==> config.mk <==
export PLATFORM = sky130hd
export DESIGN_NAME = sensor_quality_rank_select
export DESIGN_NICKNAME = d
export VERILOG_FILES = /design/src/rtl/core/sqrs_pkg.sv /design/src/rtl/core/sqrs_ctrl.sv /design/src/rtl/core/sqrs_datapath.sv /design/src/rtl/core/sensor_quality_rank_select.sv
export SDC_FILE = /design/constraint.sdc
export NUM_CORES = 2
export LEC_CHECK = 0
export CORE_MARGIN = 2
export CORE_UTILIZATION = 34
export CTS_CLUSTER_SIZE = 12
export DETAILED_ROUTE_END_ITERATION = 7
export DONT_BUFFER_PORTS = 1
export HOLD_SLACK_MARGIN = 0.15
export SETUP_SLACK_MARGIN = 0.15
export SYNTH_ARGS = -nofsm -noshare
export SYNTH_HDL_FRONTEND = slang
export SYNTH_SLANG_ARGS = --single-unit
==> constraint.sdc <==
create_clock -name clk -period 17.25 [get_ports clk]
set_clock_uncertainty 0.2 [all_clocks]
set_input_delay 1.725 -clock clk [delete_from_list [all_inputs] [get_ports clk]]
set_output_delay 1.725 -clock clk [all_outputs]
set_load 0.1 [all_outputs]
==> src/rtl/core/sqrs_pkg.sv <==
// Shared constants, entry layout and control types of the rank-select block.
`default_nettype none

package sqrs_pkg;

    localparam int MAX_SENSORS = 8;
    localparam int IDX_W       = $clog2(MAX_SENSORS);
    localparam int CNT_W       = $clog2(MAX_SENSORS + 1);
    localparam int COORD_W     = 32;
    localparam int Q_W         = 8;
    localparam int AVAIL_W     = 4;
    localparam int SUM_W       = COORD_W + CNT_W;
    localparam int PROD_W      = COORD_W + CNT_W + 1;
    localparam int DIFF_W      = PROD_W + 1;
    localparam int DEV_W       = DIFF_W;

    typedef struct packed {
        logic signed [COORD_W-1:0] x;
        logic signed [COORD_W-1:0] y;
        logic signed [COORD_W-1:0] z;
        logic        [Q_W-1:0]     quality;
        logic signed [COORD_W-1:0] speed;
        logic        [DEV_W-1:0]   dev;
    } entry_t;

    typedef enum logic [2:0] {
        ST_LOAD,
        ST_DEV,
        ST_PASS_INIT,
        ST_SCAN,
        ST_SWAP,
        ST_AVAIL,
        ST_EMIT
    } state_t;

    typedef struct packed {
        logic             load;
        logic             dev_wr;
        logic             pass_init;
        logic             scan;
        logic             swap;
        logic             emit;
        logic             last;
        logic             clear;
        logic [IDX_W-1:0] addr;
        logic [CNT_W-1:0] avail;
    } cmd_t;

    typedef struct packed {
        logic [CNT_W-1:0] n;
        logic             rd_good;
        logic             better;
    } status_t;

endpackage

`default_nettype wire

==> src/rtl/core/sqrs_ctrl.sv <==
// Sequencer for load, deviation, selection sort, count and emit phases.
`default_nettype none

module sqrs_ctrl (
    input  logic               clk,
    input  logic               rst_n,
    input  logic               start,
    input  logic               last_sensor,
    input  sqrs_pkg::status_t  status,
    output logic               busy,
    output sqrs_pkg::cmd_t     cmd
);
    import sqrs_pkg::*;

    state_t           state_reg, state_next;
    logic [CNT_W-1:0] idx_reg, idx_next;
    logic [CNT_W-1:0] pass_reg, pass_next;
    logic [CNT_W-1:0] avail_reg, avail_next;

    logic accept;
    logic idx_last;
    logic avail_go;

    assign accept   = start && (state_reg == ST_LOAD);
    assign idx_last = (idx_reg == (status.n - CNT_W'(1)));
    assign avail_go = (idx_reg < status.n) &&
                      (status.rd_good || (idx_reg < (status.n >> 1)));

    always_ff @(posedge clk or negedge rst_n)
    begin
        if (!rst_n)
        begin
            state_reg <= ST_LOAD;
            idx_reg   <= '0;
            pass_reg  <= '0;
            avail_reg <= '0;
        end
        else
        begin
            state_reg <= state_next;
            idx_reg   <= idx_next;
            pass_reg  <= pass_next;
            avail_reg <= avail_next;
        end
    end

    always_comb
    begin
        state_next = state_reg;
        case (state_reg)
            ST_LOAD:
                if (accept && last_sensor)
                    state_next = ST_DEV;
            ST_DEV:
                if (idx_last)
                    state_next = (status.n == CNT_W'(1)) ? ST_AVAIL : ST_PASS_INIT;
            ST_PASS_INIT:
                state_next = ST_SCAN;
            ST_SCAN:
                if (idx_last)
                    state_next = ST_SWAP;
            ST_SWAP:
                state_next = ((pass_reg + CNT_W'(2)) == status.n) ? ST_AVAIL : ST_PASS_INIT;
            ST_AVAIL:
                if (!avail_go)
                    state_next = ST_EMIT;
            ST_EMIT:
                if (idx_last)
                    state_next = ST_LOAD;
            default:
                state_next = ST_LOAD;
        endcase
    end

    // Index, pass and available-count registers.
    always_comb
    begin
        idx_next   = idx_reg;
        pass_next  = pass_reg;
        avail_next = avail_reg;
        case (state_reg)
            ST_LOAD:
            begin
                idx_next  = '0;
                pass_next = '0;
            end
            ST_DEV:
                idx_next = idx_last ? CNT_W'(1) : idx_reg + CNT_W'(1);
            ST_PASS_INIT:
                idx_next = pass_reg + CNT_W'(1);
            ST_SCAN:
                if (!idx_last)
                    idx_next = idx_reg + CNT_W'(1);
            ST_SWAP:
            begin
                pass_next = pass_reg + CNT_W'(1);
                idx_next  = CNT_W'(1);
            end
            ST_AVAIL:
                if (avail_go)
                    idx_next = idx_reg + CNT_W'(1);
                else
                begin
                    avail_next = idx_reg;
                    idx_next   = '0;
                end
            ST_EMIT:
                idx_next = idx_reg + CNT_W'(1);
            default:
                idx_next = '0;
        endcase
    end

    always_comb
    begin
        cmd       = '0;
        cmd.addr  = idx_reg[IDX_W-1:0];
        cmd.avail = avail_reg;
        case (state_reg)
            ST_LOAD:
                cmd.load = accept;
            ST_DEV:
                cmd.dev_wr = 1'b1;
            ST_PASS_INIT:
            begin
                cmd.pass_init = 1'b1;
                cmd.addr      = pass_reg[IDX_W-1:0];
            end
            ST_SCAN:
                cmd.scan = 1'b1;
            ST_SWAP:
            begin
                cmd.swap = 1'b1;
                cmd.addr = pass_reg[IDX_W-1:0];
            end
            ST_AVAIL:
                cmd.addr = idx_reg[IDX_W-1:0];
            ST_EMIT:
            begin
                cmd.emit  = 1'b1;
                cmd.last  = idx_last;
                cmd.clear = idx_last;
            end
            default:
                cmd.addr = idx_reg[IDX_W-1:0];
        endcase
    end

    assign busy = (state_reg != ST_LOAD);

endmodule

`default_nettype wire

==> src/rtl/core/sqrs_datapath.sv <==
// Entry file, running sums, deviation unit, sort compare and result register.
`default_nettype none

module sqrs_datapath (
    input  logic                                 clk,
    input  logic                                 rst_n,
    input  sqrs_pkg::cmd_t                       cmd,
    input  logic signed [sqrs_pkg::COORD_W-1:0]  point_x,
    input  logic signed [sqrs_pkg::COORD_W-1:0]  point_y,
    input  logic signed [sqrs_pkg::COORD_W-1:0]  point_z,
    input  logic        [sqrs_pkg::Q_W-1:0]      quality,
    input  logic signed [sqrs_pkg::COORD_W-1:0]  speed,
    output sqrs_pkg::status_t                    status,
    output logic                                 out_valid,
    output logic signed [sqrs_pkg::COORD_W-1:0]  out_x,
    output logic signed [sqrs_pkg::COORD_W-1:0]  out_y,
    output logic signed [sqrs_pkg::COORD_W-1:0]  out_z,
    output logic        [sqrs_pkg::Q_W-1:0]      out_quality,
    output logic signed [sqrs_pkg::COORD_W-1:0]  out_speed,
    output logic        [sqrs_pkg::AVAIL_W-1:0]  avail_count,
    output logic                                 last_out
);
    import sqrs_pkg::*;

    entry_t entry_mem [MAX_SENSORS];

    logic        [CNT_W-1:0] loaded_reg;
    logic        [CNT_W-1:0] good_cnt_reg;
    logic signed [SUM_W-1:0] good_sum_reg;
    logic                    valid_reg;

    entry_t           best_reg;
    entry_t           cur_reg;
    logic [IDX_W-1:0] best_idx_reg;

    logic signed [COORD_W-1:0] x_reg, y_reg, z_reg, speed_reg;
    logic        [Q_W-1:0]     quality_reg;
    logic        [AVAIL_W-1:0] avail_reg;
    logic                      last_reg;

    entry_t                    rd;
    logic signed [COORD_W-1:0] rd_speed;
    logic signed [CNT_W:0]     gc_s;
    logic signed [PROD_W-1:0]  prod;
    logic signed [DIFF_W-1:0]  diff;
    logic        [DEV_W-1:0]   dev_calc;
    logic                      room;
    logic        [IDX_W-1:0]   load_idx;

    assign rd       = entry_mem[cmd.addr];
    assign rd_speed = rd.speed;
    assign room     = (loaded_reg < CNT_W'(MAX_SENSORS));
    assign load_idx = loaded_reg[IDX_W-1:0];

    // |count*speed - sum|, zero when no reading is usable
    assign gc_s     = $signed({1'b0, good_cnt_reg});
    assign prod     = gc_s * rd_speed;
    assign diff     = DIFF_W'(prod) - DIFF_W'(good_sum_reg);
    assign dev_calc = (good_cnt_reg == '0) ? '0 :
                      diff[DIFF_W-1] ? $unsigned(-diff) : $unsigned(diff);

    assign status.n       = loaded_reg;
    assign status.rd_good = (rd.quality != '0);
    assign status.better  = (rd.quality > best_reg.quality) ||
                            ((rd.quality == best_reg.quality) && (rd.dev < best_reg.dev));

    always_ff @(posedge clk or negedge rst_n)
    begin
        if (!rst_n)
        begin
            loaded_reg   <= '0;
            good_cnt_reg <= '0;
            good_sum_reg <= '0;
            valid_reg    <= 1'b0;
        end
        else
        begin
            valid_reg <= cmd.emit;
            if (cmd.clear)
            begin
                loaded_reg   <= '0;
                good_cnt_reg <= '0;
                good_sum_reg <= '0;
            end
            else if (cmd.load && room)
            begin
                loaded_reg <= loaded_reg + CNT_W'(1);
                if (quality != '0)
                begin
                    good_cnt_reg <= good_cnt_reg + CNT_W'(1);
                    good_sum_reg <= good_sum_reg + SUM_W'(speed);
                end
            end
        end
    end

    always_ff @(posedge clk)
    begin
        if (cmd.load && room)
        begin
            entry_mem[load_idx].x       <= point_x;
            entry_mem[load_idx].y       <= point_y;
            entry_mem[load_idx].z       <= point_z;
            entry_mem[load_idx].quality <= quality;
            entry_mem[load_idx].speed   <= speed;
        end
        if (cmd.dev_wr)
            entry_mem[cmd.addr].dev <= dev_calc;
        if (cmd.pass_init)
        begin
            best_reg     <= rd;
            cur_reg      <= rd;
            best_idx_reg <= cmd.addr;
        end
        if (cmd.scan && status.better)
        begin
            best_reg     <= rd;
            best_idx_reg <= cmd.addr;
        end
        // Swap only when the pass found a better entry further on.
        if (cmd.swap && (best_idx_reg != cmd.addr))
        begin
            entry_mem[best_idx_reg] <= cur_reg;
            entry_mem[cmd.addr]     <= best_reg;
        end
        if (cmd.emit)
        begin
            x_reg       <= rd.x;
            y_reg       <= rd.y;
            z_reg       <= rd.z;
            quality_reg <= rd.quality;
            speed_reg   <= rd.speed;
            avail_reg   <= AVAIL_W'(cmd.avail);
            last_reg    <= cmd.last;
        end
    end

    assign out_valid   = valid_reg;
    assign out_x       = x_reg;
    assign out_y       = y_reg;
    assign out_z       = z_reg;
    assign out_quality = quality_reg;
    assign out_speed   = speed_reg;
    assign avail_count = avail_reg;
    assign last_out    = last_reg;

endmodule

`default_nettype wire

==> src/rtl/core/sensor_quality_rank_select.sv <==
// Top level of the sensor quality rank-select block.
`default_nettype none

// Load readings one word per cycle with start while busy is low; the word
// that carries last_sensor closes the set and raises busy. Up to
// MAX_SENSORS readings are kept; extra readings are dropped, though their
// last_sensor flag still closes the set. The block then computes the speed
// deviations, runs the selection sort (skipped for a single reading), finds
// the available count and reads the results out. The sort is the long
// pole: each pass walks the remaining entries one per cycle through a
// single read port of the entry file. Results come out back to back, each
// shown for exactly one cycle with out_valid high; the receiver cannot
// stall, so capture every word on the cycle it shows. last_out marks the
// final word, and busy drops in that same cycle, so the next set may start
// loading right away.
module sensor_quality_rank_select (
    input  logic                                 clk,
    input  logic                                 rst_n,
    input  logic                                 start,
    output logic                                 busy,
    input  logic signed [sqrs_pkg::COORD_W-1:0]  point_x,
    input  logic signed [sqrs_pkg::COORD_W-1:0]  point_y,
    input  logic signed [sqrs_pkg::COORD_W-1:0]  point_z,
    input  logic        [sqrs_pkg::Q_W-1:0]      quality,
    input  logic signed [sqrs_pkg::COORD_W-1:0]  speed,
    input  logic                                 last_sensor,
    output logic                                 out_valid,
    output logic signed [sqrs_pkg::COORD_W-1:0]  out_x,
    output logic signed [sqrs_pkg::COORD_W-1:0]  out_y,
    output logic signed [sqrs_pkg::COORD_W-1:0]  out_z,
    output logic        [sqrs_pkg::Q_W-1:0]      out_quality,
    output logic signed [sqrs_pkg::COORD_W-1:0]  out_speed,
    output logic        [sqrs_pkg::AVAIL_W-1:0]  avail_count,
    output logic                                 last_out
);
    import sqrs_pkg::*;

    // Commands from the sequencer, status back from the datapath.
    cmd_t    cmd;
    status_t status;

    sqrs_ctrl u_ctrl (
        .clk         (clk),
        .rst_n       (rst_n),
        .start       (start),
        .last_sensor (last_sensor),
        .status      (status),
        .busy        (busy),
        .cmd         (cmd)
    );

    // Entry file, sums, deviation and compare logic, result register.
    sqrs_datapath u_datapath (
        .clk         (clk),
        .rst_n       (rst_n),
        .cmd         (cmd),
        .point_x     (point_x),
        .point_y     (point_y),
        .point_z     (point_z),
        .quality     (quality),
        .speed       (speed),
        .status      (status),
        .out_valid   (out_valid),
        .out_x       (out_x),
        .out_y       (out_y),
        .out_z       (out_z),
        .out_quality (out_quality),
        .out_speed   (out_speed),
        .avail_count (avail_count),
        .last_out    (last_out)
    );

endmodule

`default_nettype wire

### Word-level counts from Yosys, hierarchy flattened

Memory sizes are Yosys's and may differ from the RTL's.
Cells that the tools add are included.

| cells by class | value |
|---|---|
| add/sub/neg operators | 9 |
| multipliers | 1 |
| div/mod/pow operators | 0 |
| $lt $le $gt $ge | 5 |
| equal/unequal tests | 17 |
| shift operators | 0 |
| muxes and demuxes | 44 |
| bitwise gates (word level) | 2 |
| reduce and logical (&&, ||, !) cells | 23 |

Operators with widths:

| kind | count |
|---|---|
| $mux W174 | 3 |
| $reduce_or A174 Y1 | 1 |
| $mux W38 | 3 |
| $mux W36 | 3 |
| $lt A38 B38 Y1 | 1 |
| $neg A38 Y38 | 1 |
| $sub A37 B36 Y38 | 1 |
| $mul A5 B32 Y37 | 1 |
| $add A36 B32 Y36 | 1 |
| $mux W3 | 12 |
| $mux W4 | 8 |
| $pmux W4 S6 | 1 |
| $pmux W3 S7 | 1 |
| $add A4 B1 Y4 const B | 4 |
| $reduce_bool A8 Y1 | 2 |
| $mux W1 | 11 |
| $eq A3 B3 Y1 const B | 3 |
| $eq A4 B4 Y1 | 2 |
| $eq A8 B8 Y1 | 1 |
| $gt A8 B8 Y1 | 1 |
| $pmux W4 S2 | 1 |
| $reduce_bool A2 Y1 | 4 |
| $logic_and A1 B1 Y1 | 7 |
| $eq A3 B2 Y1 const B | 2 |
| other kinds (20) | 26 |

| word-level totals | value |
|---|---|
| register bits | 552 |
| latch bits | 0 |
| RAM bits | 1392 |
| bits in read-only memories | 0 |
| output and inout port bits | 143 |
| memories | 1 |

Memories:

| name | words | bits a word | read ports | clocked after memory_dff | write ports | line | text |
|---|---|---|---|---|---|---|---|
| u_datapath.entry_mem | 8 | 174 | 1 | 0 | 2 | sqrs_datapath.sv:25 | `entry_t entry_mem [MAX_SENSORS];` |

### Depth between registers and ports, before layout

An unclocked memory read counts as a cell.

| depth | value |
|---|---|
| word-level depth | 11 |
| depth in mapped cells | 30 |
| mapped depth without buffers | 26 |

### By module

A second synthesis with hierarchy kept.

| unflattened totals | value |
|---|---|
| cells, all modules | 9604 |
| area, all modules | 104348.8 µm² |

By module, submodules not included:

| module | instances | cells an instance | area an instance (µm²) |
|---|---|---|---|
| sqrs_datapath | 1 | 9448 | 103016.3 |
| sqrs_ctrl | 1 | 156 | 1332.5 |

### Worst setup path after synthesis

Ideal clock, no wire load.

| timing | value |
|---|---|
| path kind | register to register |
| from | register u_ctrl.state_reg[1] |
| to | register u_datapath.best_idx_reg[0], enable pin |
| data arrival time | 13176 ps |
| slack | 3100 ps |
| stages on the path, launching flop included | 23 |
| period minus slack after synthesis | 14150 ps |
| cell sequence | dfrtp_1 > nand2b_1 > a21oi_2 > mux2i_1 > buf_2 > clkbuf_1 > buf_1 > buf_1 > mux4_2 > nand2_1 > nand2_1 > ha_1 > a21oi_1 > nor2b_1 > o21ai_0 > nand2b_1 > a21oi_1 > nor2b_1 > o21ai_0 > nand2b_1 > a221oi_1 > o211ai_1 > a21oi_1 |

RTL lines:

| item | line | text |
|---|---|---|
| start, declared | sqrs_ctrl.sv:15 | `state_t state_reg, state_next;` |
| start signal, assigned | sqrs_ctrl.sv:40 | `state_reg <= state_next;` |
| end signal, assigned | sqrs_datapath.sv:113 | `best_idx_reg <= cmd.addr;` |
| end signal, assigned | sqrs_datapath.sv:118 | `best_idx_reg <= cmd.addr;` |
| end, declared | sqrs_datapath.sv:34 | `logic [IDX_W-1:0] best_idx_reg;` |

==> flow_summary_export.csv <==
group,metric,value,unit
status,status,"complete, no violations",
clock_network,cts_tree,"built",
clock_network,htreeDepth,4,
sta,period_share,0.6003,
drt,wl,283.9,mm
global_routing,grt_antenna_before_repair,20,
critical_path,rrSetupSlack,6890,ps
sta,timing.fmax,96.57,MHz
critical_path,worst-setup-path-type,"reg2reg",
final_layout,largest_register_ffs,1392,
yosys,ys_seq_area_frac,0.6033,
critical_path,cp_max_fo,39,
drt,wire_per_inst,24.35,um
yosys,synth-main-ff-cell,"edfxtp_1",
clock_network,clockBufferDepth,4,
global_routing,grt.total_usage,0.1929,
critical_path,critPathRequiredTime,17760,ps
yosys,synth_cell_types,84,
sta,finalCriticalPeriod,10360,ps
final_layout,layout.nets,8136,
power_and_ir_drop,ir_drop,0.09311,mV
critical_path,cp.arrival,10870,ps
global_routing,grt_pass1_vias,62890,
yosys,yosysMostFrequentCell,"edfxtp_1",
drt,drt-vias-per-instance,5.505,
sta,drv_slew,0,
critical_path,rr_startpoint,"u_ctrl.state_reg[2]",
die,io_pins,283,
global_routing,grt-ovfl-total,0,
drt,drc_errors,0,
drt,dr.pass1.iters,6,
critical_path,crit_path_end_kind,"register",
final_layout,final_layout_size_suffix_gt1_frac,0.1049,
worst_hold_path,whs_path_depth,2,
die,die_y,536.1,um
yosys,ys_warn_count,0,
critical_path,r2r_cells,26,
sta,holdWs,323.7,ps
yosys,postSynthAreaPerCell,11.94,um^2
clock_network,cts.sink_count,1944,
yosys,syn-instance-count,8059,
yosys,synth_common_cells,"edfxtp_1, nor2_1, a21oi_1",
critical_path,r2r_end,"u_datapath.entry_mem[0][16]",
final_layout,final_core_util,0.3781,
sta,relSlewSlack,0.03367,
clock_network,cts_made_buffers,217,
die,core_region_area,282000,um^2
flow_run,maxCapViolCount,0,
yosys,async_flop_share,0.03086,
power_and_ir_drop,power_density,91.80,nW/um^2
power_and_ir_drop,leakagePower,38.77,nW
placed_design,port_buffers,0,
clock_network,cts.repair.resized,0,
die,dieArea,287400,um^2
global_routing,grt_start_max_net_pins,183,
worst_hold_path,min_delay_worst_endpoint,"u_datapath.good_sum_reg[30]",
yosys,synth_area_leaders,"edfxtp_1, mux4_2, a21oi_1",
sta,rsz0062_at_grt,"no",
yosys,yosys.area.top_type,"edfxtp_1",
yosys,synth_edf_count,1884,
placed_design,post-dp-hpwl,159.9,mm
drt,vias,64180,
clock_network,clk_pin_slew,60,ps
yosys,synthesis.nets,8471,
sta,report.final.setup_viol,0,
yosys,netlist_area,96260,um^2
drt,drt_iter0_drc,7434,
die,rows,195,
placed_design,routabilityCongestion,0.8842,
sta,final.setup.worst_slack,6894,ps
clock_network,post-cts-setup-buffer-count,0,
drt,ant_nets,0,
yosys,synth_top_area_frac,0.5877,
sta,hold_violations,0,
critical_path,critPathLaunchType,"register",
die,initial_core_util,0.3413,
final_layout,area_delta_synth_final,10.78,%
placed_design,place_ws,6925,ps
sta,tightest_slew,1436,ps
worst_hold_path,hold_path.class,"reg2reg",
power_and_ir_drop,total_power,0.009789,W
clock_network,cts-hold-fix-buffers,0,
die,die_w,536.1,um
worst_hold_path,hold_path.startpoint,"u_datapath.good_sum_reg[30]",
clock_network,worstSkewPairLatency,920,ps
clock_network,root_buffer,"clkbuf_16",
sta,final.setup.tns,0,ps
yosys,synth-seq-cells,1944,
global_routing,grt_pass1_wl,415.8,mm
==> placed cells by master (no fill, tap or decap), types with 25 or more instances in the layout <==
cell	netlist	routed
edfxtp_1	1884	1884
nor2_1	1515	1513
a21oi_1	1463	1462
nand2_1	554	550
mux4_2	348	348
inv_1	327	325
clkbuf_16	0	218
mux2i_1	175	172
ha_1	170	170
o21ai_0	125	117
fa_1	102	102
buf_4	0	101
nor2b_1	86	86
xnor2_1	67	67
dfrtp_1	60	60
clkbuf_1	401	50
clkinv_1	1	48
nand3_1	52	48
xor2_1	36	36
nor3_1	35	35
a31oi_1	34	34
a21o_1	32	32
diode_2	0	28
clkinv_2	0	25
==> per-layer routing <==
| metal | share of wire | GRT usage | vias to the layer above |
|---|---|---|---|
| li1 | - | - | 28490 |
| met1 | 0.40 | 0.2476 | 32280 |
| met2 | 0.49 | 0.3288 | 2934 |
| met3 | 0.078 | 0.03166 | 476 |
| met4 | 0.032 | 0.06762 | 4 |
| met5 | 0.00012 | 0 | - |
==> worst max-delay path, stage by stage (launching register included) <==
cell	delay [ps]
dfrtp_1	610
nand2b_1	290
a21oi_2	450
mux2i_4	810
inv_4	490
buf_4	490
mux4_2	550
mux2i_1	520
nor2b_1	130
fa_1	490
fa_1	540
inv_1	50
fa_1	500
inv_1	60
ha_1	480
nand2_1	140
nor2_1	140
nand2_1	80
a2111oi_2	590
o21ai_0	240
a211oi_1	500
nor3_4	80
buf_4	240
a21oi_1	170
xor2_1	610
a21oi_1	380
a21oi_1	260
==> kinds of logic (layout without fill, tap and decap cells) <==
logic type / Yosys count / after routing / share of synthesized area
XOR/XNOR: 103 / 103 / 0.009372
other: 0 / 28 / 0
AO/OA/AOI/OAI: 1839 / 1839 / 0.1038
flip-flops: 1944 / 1944 / 0.6033
adder cells (fa/ha/maj): 272 / 272 / 0.04331
AND/OR/NAND/NOR: 2371 / 2371 / 0.1001
multiplexers: 532 / 532 / 0.1008
buffers and inverters: 998 / 826 / 0.03928
==> cell type report <==
type	instances	area, um^2
diodes	28	70.07
inverters	330	1264
clock buffers	271	5684
flip-flops and latches	1944	58080
repair buffers	114	1018
fillers	26930	175400
well taps	3743	4683
multi-input cells	5117	34760
clock inverters	111	1084
==> how the worst max path moves through the flow <==
stage	start	to	slack (ps)	depth (start not counted)
3_5_place_dp	u_ctrl.state_reg[2]	u_datapath.entry_mem[0][16]	6920	26
2_1_floorplan	u_ctrl.state_reg[1]	u_datapath.best_idx_reg[0]	3100	22
6_report	u_ctrl.state_reg[2]	u_datapath.entry_mem[0][16]	6890	26
5_1_grt	u_ctrl.state_reg[2]	u_datapath.entry_mem[7][15]	6270	26
3_3_place_gp	u_ctrl.state_reg[2]	u_datapath.entry_mem[6][15]	7190	24
4_1_cts	u_ctrl.state_reg[2]	u_datapath.entry_mem[0][16]	6920	26
==> where the power goes <==
part           leakage (nW)  internal (W)  switching (W)
Clock                  3.29       0.00256        0.00196
Sequential             17.9       0.00514   0.0000000174
Combinational          17.6     0.0000514      0.0000808
Total                  38.8       0.00775        0.00204
==> stage by stage <==
| stage | instance area, um^2 | cells |
|---|---|---|
| 2_1_floorplan | 96260 | 8059 |
| 3_3_place_gp | 99800 | 11250 |
| 3_5_place_dp | 99800 | 11250 |
| 4_1_cts | 106600 | 11630 |
| 5_1_grt | 106600 | 11650 |
| 6_report | 106600 | 11660 |
(Power assumes the default switching activity.)
